File: src/scdm_pkg.sv
// scdm_pkg: types, constants and codes for the sparse column duplicate merge block.
// No dependencies; imported by the interfaces and the top level.
`default_nettype none

package scdm_pkg;

  localparam int ROW_W   = 16;
  localparam int VALUE_W = 32;
  localparam int COUNT_W = 17;

  localparam longint ROW_COUNT       = 65536;
  localparam longint COLUMN_CAPACITY = 65536;
  localparam longint COUNT_MAX       = (64'd1 << COUNT_W) - 1;
  localparam logic [COUNT_W-1:0] KEPT_LIMIT =
    COUNT_W'((COLUMN_CAPACITY < COUNT_MAX) ? COLUMN_CAPACITY : COUNT_MAX);

  localparam int RES_DEPTH = 4;
  localparam int RES_AW    = 2;
  localparam int RES_CW    = 3;

  typedef enum logic [1:0] {
    OP_SUM  = 2'd0,
    OP_PROD = 2'd1,
    OP_AMAX = 2'd2,
    OP_AMIN = 2'd3
  } combine_t;

  typedef enum logic {
    KIND_ENTRY = 1'b0,
    KIND_CLOSE = 1'b1
  } result_kind_t;

  typedef struct packed {
    result_kind_t              result_kind;
    logic [ROW_W-1:0]          out_row;
    logic signed [VALUE_W-1:0] out_value;
    logic [COUNT_W-1:0]        kept_count;
    logic                      last_result;
  } result_t;

endpackage

`default_nettype wire

File: src/scdm_if.sv
// scdm_if: valid/ready channel interfaces for entries, results and configuration.
// Depends on scdm_pkg.
`default_nettype none

interface scdm_in_if import scdm_pkg::*; ();
  logic                      valid;
  logic                      ready;
  logic                      has_entry;
  logic [ROW_W-1:0]          row_index;
  logic signed [VALUE_W-1:0] entry_value;
  logic                      column_end;

  modport source (output valid, has_entry, row_index, entry_value, column_end, input ready);
  modport sink   (input valid, has_entry, row_index, entry_value, column_end, output ready);
endinterface

interface scdm_out_if import scdm_pkg::*; ();
  logic                      valid;
  logic                      ready;
  logic                      result_kind;
  logic [ROW_W-1:0]          out_row;
  logic signed [VALUE_W-1:0] out_value;
  logic [COUNT_W-1:0]        kept_count;
  logic                      last_result;

  modport source (output valid, result_kind, out_row, out_value, kept_count, last_result,
                  input ready);
  modport sink   (input valid, result_kind, out_row, out_value, kept_count, last_result,
                  output ready);
endinterface

interface scdm_cfg_if ();
  logic       valid;
  logic       ready;
  logic [1:0] data;

  modport source (output valid, data, input ready);
  modport sink   (input valid, data, output ready);
endinterface

`default_nettype wire

File: src/sparse_column_duplicate_merge.sv
// sparse_column_duplicate_merge: merges neighbouring duplicate rows of a CSC entry stream.
// Depends on scdm_pkg and the channel interfaces in scdm_if.sv.
//
//   channel   dir   payload
//   entries   in    has_entry, row_index, entry_value, column_end
//   results   out   result_kind, out_row, out_value, kept_count, last_result
//   cfg       in    data = combine_op (2 bits), always ready
//
// One item per cycle: compare and combine against the pending entry happen at acceptance.
// Each item puts 0..3 items into a 4-slot result queue drained one per cycle; entries
// is ready while the queue holds at most one item, so single-result items flow back to back.
// Synchronous active-high reset clears the pending entry, count, queue and combine_op.
// A stalled results sink fills the queue and then holds entries off.
`default_nettype none

module sparse_column_duplicate_merge import scdm_pkg::*; (
  input  wire         clk,
  input  wire         rst,
  scdm_cfg_if.sink    cfg,
  scdm_in_if.sink     entries,
  scdm_out_if.source  results
);

  combine_t                  combine_op;
  logic                      pending_valid;
  logic [ROW_W-1:0]          pending_row;
  logic signed [VALUE_W-1:0] pending_value;
  logic [COUNT_W-1:0]        column_kept;

  result_t                   slots [RES_DEPTH];
  logic [RES_AW-1:0]         head;
  logic [RES_CW-1:0]         count;

  logic                      pending_valid_next;
  logic [ROW_W-1:0]          pending_row_next;
  logic signed [VALUE_W-1:0] pending_value_next;
  logic [COUNT_W-1:0]        column_kept_next;

  result_t                   res [3];
  logic [1:0]                n_res;
  logic                      accept;
  logic                      deq;
  logic                      ent_ok;
  logic                      hit;
  logic                      new_ent;
  logic [VALUE_W-1:0]        merged;
  logic [RES_AW-1:0]         tail;

  function automatic logic [VALUE_W-1:0] magnitude(input logic [VALUE_W-1:0] v);
    return v[VALUE_W-1] ? VALUE_W'(-v) : v;
  endfunction

  function automatic logic [VALUE_W-1:0] sat_mag(input logic [VALUE_W-1:0] m);
    logic [VALUE_W-1:0] lim;
    lim = {1'b0, {(VALUE_W-1){1'b1}}};
    return m[VALUE_W-1] ? lim : m;
  endfunction

  assign cfg.ready     = 1'b1;
  assign entries.ready = (count <= RES_CW'(1));
  assign accept        = entries.valid && entries.ready;
  assign deq           = results.valid && results.ready;
  assign tail          = RES_AW'(head + count[RES_AW-1:0]);

  always_comb begin
    logic [VALUE_W-1:0] ma;
    logic [VALUE_W-1:0] mb;
    ma = magnitude(pending_value);
    mb = magnitude(entries.entry_value);
    unique case (combine_op)
      OP_SUM:  merged = pending_value + entries.entry_value;
      OP_PROD: merged = VALUE_W'(pending_value * entries.entry_value);
      OP_AMAX: merged = sat_mag((ma > mb) ? ma : mb);
      OP_AMIN: merged = sat_mag((ma < mb) ? ma : mb);
    endcase
  end

  always_comb begin
    result_t r;
    ent_ok  = entries.has_entry && ({{(64-ROW_W){1'b0}}, entries.row_index} < ROW_COUNT);
    hit     = ent_ok && pending_valid && (pending_row == entries.row_index);
    new_ent = ent_ok && !hit;

    r.result_kind = KIND_ENTRY;
    r.out_row     = pending_row;
    r.out_value   = pending_value;
    r.kept_count  = '0;
    r.last_result = 1'b0;
    for (int i = 0; i < 3; i++) res[i] = r;
    n_res = 2'd0;

    if (new_ent && pending_valid) begin
      res[0] = r;
      n_res  = 2'd1;
    end

    pending_valid_next = pending_valid;
    pending_row_next   = pending_row;
    pending_value_next = pending_value;
    column_kept_next   = column_kept;
    if (new_ent) begin
      pending_valid_next = 1'b1;
      pending_row_next   = entries.row_index;
      pending_value_next = entries.entry_value;
      if (column_kept < KEPT_LIMIT) column_kept_next = column_kept + COUNT_W'(1);
    end else if (hit) begin
      pending_value_next = merged;
    end

    if (entries.column_end) begin
      if (pending_valid_next) begin
        r.out_row     = pending_row_next;
        r.out_value   = pending_value_next;
        res[n_res]    = r;
        n_res         = n_res + 2'd1;
      end
      r.result_kind = KIND_CLOSE;
      r.out_row     = '0;
      r.out_value   = '0;
      r.kept_count  = column_kept_next;
      res[n_res]    = r;
      n_res         = n_res + 2'd1;
      pending_valid_next = 1'b0;
      pending_row_next   = '0;
      pending_value_next = '0;
      column_kept_next   = '0;
    end

    if (n_res != 2'd0) res[n_res - 2'd1].last_result = 1'b1;
    if (!accept) n_res = 2'd0;
  end

  always_ff @(posedge clk) begin
    if (rst) begin
      combine_op    <= OP_SUM;
      pending_valid <= 1'b0;
      pending_row   <= '0;
      pending_value <= '0;
      column_kept   <= '0;
      head          <= '0;
      count         <= '0;
    end else begin
      if (cfg.valid) combine_op <= combine_t'(cfg.data);
      if (accept) begin
        pending_valid <= pending_valid_next;
        pending_row   <= pending_row_next;
        pending_value <= pending_value_next;
        column_kept   <= column_kept_next;
      end
      if (deq) head <= head + RES_AW'(1);
      count <= count + RES_CW'(n_res) - RES_CW'(deq);
    end
  end

  always_ff @(posedge clk) begin
    for (int j = 0; j < RES_DEPTH; j++) begin
      logic [RES_AW-1:0] off;
      off = RES_AW'(RES_AW'(j) - tail);
      if ({1'b0, off} < {1'b0, n_res}) slots[j] <= res[off];
    end
  end

  assign results.valid       = (count != '0);
  assign results.result_kind = slots[head].result_kind;
  assign results.out_row     = slots[head].out_row;
  assign results.out_value   = slots[head].out_value;
  assign results.kept_count  = slots[head].kept_count;
  assign results.last_result = slots[head].last_result;

  a_queue_bound: assert property (@(posedge clk) disable iff (rst)
    count <= RES_CW'(RES_DEPTH))
    else $error("result queue overflow");

  a_close_clears: assert property (@(posedge clk) disable iff (rst)
    accept && entries.column_end |=> !pending_valid && (column_kept == '0))
    else $error("column close left state behind");

  a_entry_pending: assert property (@(posedge clk) disable iff (rst)
    accept && entries.has_entry && !entries.column_end |=> pending_valid)
    else $error("entry not held as pending");

  a_kept_limit: assert property (@(posedge clk) disable iff (rst)
    column_kept <= KEPT_LIMIT)
    else $error("kept count above limit");

endmodule

`default_nettype wire

File: src/flat_wrapper.sv
// flat-port wrapper written by rule: the top's interface ports become plain ports
module sparse_column_duplicate_merge_flat import scdm_pkg::*;
  (clk, rst, cfg_valid, cfg_data, cfg_ready, entries_valid, entries_has_entry, entries_row_index, entries_entry_value, entries_column_end, entries_ready, results_valid, results_result_kind, results_out_row, results_out_value, results_kept_count, results_last_result, results_ready);
  scdm_cfg_if cfg_i ();
  scdm_in_if entries_i ();
  scdm_out_if results_i ();
  input  wire clk;
  input  wire rst;
  input wire logic [$bits(cfg_i.valid)-1:0] cfg_valid;
  input wire logic [$bits(cfg_i.data)-1:0] cfg_data;
  output wire logic [$bits(cfg_i.ready)-1:0] cfg_ready;
  input wire logic [$bits(entries_i.valid)-1:0] entries_valid;
  input wire logic [$bits(entries_i.has_entry)-1:0] entries_has_entry;
  input wire logic [$bits(entries_i.row_index)-1:0] entries_row_index;
  input wire logic [$bits(entries_i.entry_value)-1:0] entries_entry_value;
  input wire logic [$bits(entries_i.column_end)-1:0] entries_column_end;
  output wire logic [$bits(entries_i.ready)-1:0] entries_ready;
  output wire logic [$bits(results_i.valid)-1:0] results_valid;
  output wire logic [$bits(results_i.result_kind)-1:0] results_result_kind;
  output wire logic [$bits(results_i.out_row)-1:0] results_out_row;
  output wire logic [$bits(results_i.out_value)-1:0] results_out_value;
  output wire logic [$bits(results_i.kept_count)-1:0] results_kept_count;
  output wire logic [$bits(results_i.last_result)-1:0] results_last_result;
  input wire logic [$bits(results_i.ready)-1:0] results_ready;
  assign cfg_i.valid = cfg_valid;
  assign cfg_i.data = cfg_data;
  assign cfg_ready = cfg_i.ready;
  assign entries_i.valid = entries_valid;
  assign entries_i.has_entry = entries_has_entry;
  assign entries_i.row_index = entries_row_index;
  assign entries_i.entry_value = entries_entry_value;
  assign entries_i.column_end = entries_column_end;
  assign entries_ready = entries_i.ready;
  assign results_valid = results_i.valid;
  assign results_result_kind = results_i.result_kind;
  assign results_out_row = results_i.out_row;
  assign results_out_value = results_i.out_value;
  assign results_kept_count = results_i.kept_count;
  assign results_last_result = results_i.last_result;
  assign results_i.ready = results_ready;
  sparse_column_duplicate_merge u_core (.clk(clk), .rst(rst), .cfg(cfg_i), .entries(entries_i), .results(results_i));
endmodule
File: config.mk
export PLATFORM = sky130hd
export DESIGN_NAME = sparse_column_duplicate_merge_flat
export DESIGN_NICKNAME = d
export VERILOG_FILES = /design/src/scdm_pkg.sv /design/src/scdm_if.sv /design/src/sparse_column_duplicate_merge.sv /design/src/flat_wrapper.sv
export SDC_FILE = /design/constraint.sdc
export NUM_CORES = 2
export LEC_CHECK = 0
export BUFFER_PORTS_ARGS = -buffer_cell sky130_fd_sc_hd__buf_4
export CAP_MARGIN = 10
export CORE_MARGIN = 2
export CORE_UTILIZATION = 46
export DETAILED_ROUTE_END_ITERATION = 12
export GPL_ROUTABILITY_DRIVEN = 0
export PLACE_DENSITY = 0.61
export SLEW_MARGIN = 5
export SYNTH_ARGS = -nofsm -noshare
export SYNTH_HDL_FRONTEND = slang
export SYNTH_SLANG_ARGS = --single-unit
File: constraint.sdc
create_clock -name clk -period 21.9 [get_ports clk]
set_input_delay 4.38 -clock clk [delete_from_list [all_inputs] [get_ports clk]]
set_output_delay 4.38 -clock clk [all_outputs]
set_load 0.05 [all_outputs]
## Word level (Yosys, flattened, before mapping)

Memories as Yosys holds them, arrays and structs flattened. A register that Yosys moved wholly into a read port is not among the register bits.
Cells that the tools add are included.

| cells by class | value |
|---|---|
| bitwise operators | 7 |
| muxes and demuxes | 57 |
| add/sub/neg operators | 15 |
| eq/ne operators | 4 |
| multiply operators | 1 |
| $lt $le $gt $ge | 18 |
| reduce and logical (&&, ||, !) cells | 13 |

Operator list:

| kind | count |
|---|---|
| 201-bit two-way mux | 4 |
| 67-bit two-way mux | 10 |
| 201-bit bitwise mux | 3 |
| 67-bit binary-select mux with 2-bit select | 4 |
| 67-bit demux with 2-bit select | 3 |
| 32-bit two-way mux | 7 |
| 32-bit case mux with 4 select lines | 1 |
| 32-bit negator | 2 |
| 31-bit two-way mux | 2 |
| 17-bit two-way mux | 3 |
| 32-bit adder | 1 |
| 32-bit greater-than comparator | 1 |
| 32-bit less-than comparator | 1 |
| 32-bit by 32-bit multiplier with 32-bit output | 1 |
| 16-bit two-way mux | 2 |
| 3-bit greater-or-equal comparator, second input constant | 7 |
| 2-bit inverter with 3-bit output | 6 |
| 17-bit by 1-bit adder with 17-bit output, second input constant | 1 |
| 17-bit less-than comparator, second input constant | 1 |
| 16-bit == test | 1 |
| 1-bit two-way mux | 12 |
| 2-bit two-way mux | 6 |
| 1-bit logical AND | 9 |
| 3-bit by 1-bit less-than comparator with 1-bit output, second input constant | 3 |
| other kinds (17) | 24 |

| word-level totals | value |
|---|---|
| memory bits (writable) | 268 |
| memories | 1 |
| output and inout port bits | 70 |
| register bits after elaboration | 73 |

Memory list:

| name | depth | bits a word | rd ports | clocked after memory_dff | wr ports | line | source |
|---|---|---|---|---|---|---|---|
| u_core.slots | 4 | 67 | 1 | 1 | 4 | sparse_column_duplicate_merge.sv:30 | `result_t slots [RES_DEPTH];` |

## Depth between registers and ports, before layout

| logic depth | value |
|---|---|
| depth after elaboration | 22 |
| depth in mapped cells | 29 |
| gate-level depth less buffers | 26 |

## Worst setup path before layout

No wires, ideal clock.

| path | value |
|---|---|
| kind | in2reg |
| from | in entries_entry_value[3] |
| to | mem u_core.slots[1][47] (netlist name), data pin |
| path slack | 10389 ps |
| required time | 21748 ps |
| arrival time | 11358 ps |
| library setup time | 152 ps |
| stages on the path | 26 |
| buffers on the path | 2 |
| cell sequence | clkbuf_1 > clkbuf_1 > and2_1 > fa_1 > fa_1 > inv_1 > fa_1 > fa_1 > inv_1 > fa_1 > inv_1 > fa_1 > inv_1 > fa_1 > fa_1 > ha_1 > a21oi_1 > o21ai_0 > a221o_1 > a21o_1 > a221oi_1 > o21bai_1 > xnor2_1 > a2111oi_1 > nor2_1 > o21ai_0 |

RTL lines:

| element | line | source |
|---|---|---|
| from (decl) | flat_wrapper.sv:15 | `input wire logic [$bits(entries_i.entry_value)-1:0] entries_entry_value;` |
| to (decl) | sparse_column_duplicate_merge.sv:30 |  |

==> reports/metrics.yaml <==
cts_buffer_depth: 3
crit_slowest_cell: "a2111oi_1"
netlist_area_um2: 41000
multi_input_area_um2: 28300
rows: 109
port_buffers: 125
async_flop_share_pct: 0
htree_levels: 2
fillCellCount: 8327
peakVddDrop_uv: 255
wl_met1_um: 57900
cp-start-kind: "primary input"
seq_area_frac_synth_pct: 23.3
die_x_um: 303
grt_usage_pct: 31.1
regArea_um2: 9560
cts_tree: "yes"
synthesis.nets: 5171
wire_per_inst_um: 25.4
reg2reg_from: "u_core.pending_value[17]$_SDFFE_PP0P_"
vias: 34700
clock_sinks: 343
clockRootBuffer: "clkbuf_16"
startpoint: "entries_entry_value[5]"
layout-drive-gt1-share_pct: 9.65
fp.coreArea_um2: 88400
maxCapViolations: 0
clk_latency_ns: 0.55
cts_buffers: 37
drt-total-wl_um: 141000
first_global_vias: 34400
leakage_uw: 0.0186
first_iter_violations: 4280
layout.cells.non_filler: 5557
cts_resized: 0
synth.distinct_cells: 94
dieArea_um2: 91500
io_pins: 127
ys_seq_elements: 343
avgSynthCellArea_um2: 9.15
reg2reg_slack_ns: 12.96
hold_violations: 0
worstMarginPinSlew_ns: 1.25
hold_path.class: "flip-flop to flip-flop"
final_max_slew_viol_count: 0
antenna_left: 0
cts_hold_buf: 0
layout-area-overhead-vs-synth_pct: 7.30
status: "complete, no violations"
hpwl_um: 96900
path_cells: "buf_4, and2_1, fa_1, fa_1, fa_1, inv_1, fa_1, inv_1, fa_1, fa_1, fa_1, fa_1, ha_1, a21oi_1, o21ai_0, a221o_1, a21o_1, a221oi_1, o21bai_1, xnor2_1, a2111oi_1, nor2_1, o21ai_0"
overflow: 0
endpoint_kind: "flip-flop"
setup_viol: 0
min_from: "u_core.count[2]$_SDFF_PP0_"
synth_top_cell_area_share_pct: 20.0
critPathArrivalTime_ns: 12.54
antenna_found_initial: 1
grt_pass1_wl_um: 216000
p_per_area_nw_per_um2: 106
synth_area_leaders: "fa_1 (20%), edfxtp_1 (20%), ha_1 (6.9%)"
relSlewSlack_pct: 15.4
cp_common_cell: "fa_1"
top_layer_used: "met4"
synth_edf_count: 268
clk_pin_slew_ns: 0.07
rsz0062_at_grt: "false"
synth_cells: 4479
detail_route.first_pass.iterations: 6
drc: 0
critPathMaxFanout: 34
min_period_ns: 12.15
timing.fmax_mhz: 82.3
placed_cells: 5489
synth_largest_area_cell: "fa_1"
setup_tns_ns: 0
cts_setup_buffers: 0
wl_met2_um: 61100
nets: 5055
post-route-util_pct: 49.8
start_util_pct: 46.4
viasPerCell: 6.25
critical_path_class: "primary input to flip-flop"
n_antenna_cell: 0
die_y_um: 303
required_ns: 22.29
slowest_delay_ns: 0.86
met3_length_um: 16400
fin_crit_sh_pct: 55.5
grt_max_degree: 94
fin_skew_ns: 0.0259
synth_warnings: 0
yosys_most_used_dff: "edfxtp_1"
## area by class of cell
type	count	area share, %
timing repair buffer	205	3.50
clock inverter	23	0.631
inverter	485	4.14
clock buffer	45	2.24
sequential	343	21.7
tap	1165	3.31
multi-input combinational	3291	64.4
## critical path, delay by kind of cell
kind	cells	cell delay, ns
XOR/XNOR	1	0.20
AND/OR/NAND/NOR	2	0.44
adder cells (fa/ha/maj)	9	4.20
buffers and inverters	3	0.52
AO/OA/AOI/OAI	8	2.77
## sequential cells by signal, indices dropped and copies added, names as in the netlist, named ones only
| name | flops |
|---|---|
| u_core.combine_op | 2 |
| u_core.pending_row | 16 |
| u_core.pending_valid | 1 |
| u_core.slots | 268 |
| u_core.column_kept | 17 |
| u_core.count | 3 |
| u_core.head | 2 |
| u_core.pending_value | 32 |
## path summary, 6_finish.rpt
check             cells after the start                       endpoint
hold / removal                        2     u_core.count[2]$_SDFF_PP0_
hold reg to reg                       2     u_core.count[2]$_SDFF_PP0_
setup / recovery                     23  u_core.slots[2][47]$_DFFE_PN_
setup reg to reg                     23  u_core.slots[2][47]$_DFFE_PN_
## cells in the mapped netlist (33+ instances only)
library cell,number
xnor2_1,125
buf_1,34
a21o_1,34
dfxtp_1,75
inv_1,484
ha_1,225
o22ai_1,41
o21ai_0,185
a21oi_1,183
mux2i_1,77
o31ai_1,33
a221oi_1,43
mux4_2,73
and2_1,313
nand2_1,476
edfxtp_1,268
mux2_2,33
a211oi_1,33
clkbuf_1,306
fa_1,410
nand3_1,89
a31oi_1,33
xor2_1,66
a22oi_1,82
nor3_1,39
nor2_1,289
## power breakdown
part | switching (µW) | internal [µW] | total [µW]
clock | 279 | 385 | 664
combinational | 1890 | 833 | 2730
sequential | 108 | 1140 | 1250
## logic make-up after synthesis
logic type / count (synthesis) / share of synthesized area (%)
xor gates and xnor gates: 192 / 4.13
AOI/OAI and AO/OA: 894 / 14.7
buffers and inverters: 845 / 7.88
and+or+nand+nor: 1386 / 16.3
DFF: 343 / 23.3
muxes: 183 / 6.80
other: 1 / 0.00915
adders and majority gates: 635 / 26.9
## metrics by stage
step | total power (µW) | hold slack, ns | worst slack, ns | instance area [µm²]
2_1_floorplan | 3100 | 0.484 | 10.39 | 41000
4_1_cts | 4630 | 0.532 | 9.94 | 44000
3_5_place_dp | 3960 | 0.519 | 9.39 | 42700
5_1_grt | 4900 | 0.567 | 9.37 | 44000
6_report | 4640 | 0.527 | 9.75 | 44000
3_3_place_gp | 3930 | 0.505 | 9.55 | 42700
## placed cells by master, fill, tap and decap left out, types with 33 or more instances in the layout
cell type,synthesis,final
a211oi_1,33,33
a21o_1,34,34
a21oi_1,183,178
a221oi_1,43,43
a22oi_1,82,82
a31oi_1,33,33
and2_1,313,313
buf_4,3,205
clkbuf_16,0,38
dfxtp_1,75,70
edfxtp_1,268,268
fa_1,410,410
ha_1,225,224
inv_1,484,483
mux2_2,33,33
mux2i_1,77,77
mux4_2,73,73
nand2_1,476,475
nand3_1,89,89
nor2_1,289,288
nor3_1,39,38
o21ai_0,185,183
o22ai_1,41,39
xnor2_1,125,124
xor2_1,66,66
## routing by layer
layer	vias up	track usage [%]
met4	0	10.9
met3	351	7.63
met2	2013	46.8
met5	-	0
li1	15100	-
met1	17200	43.8
Power figures use the tool's default switching activity.
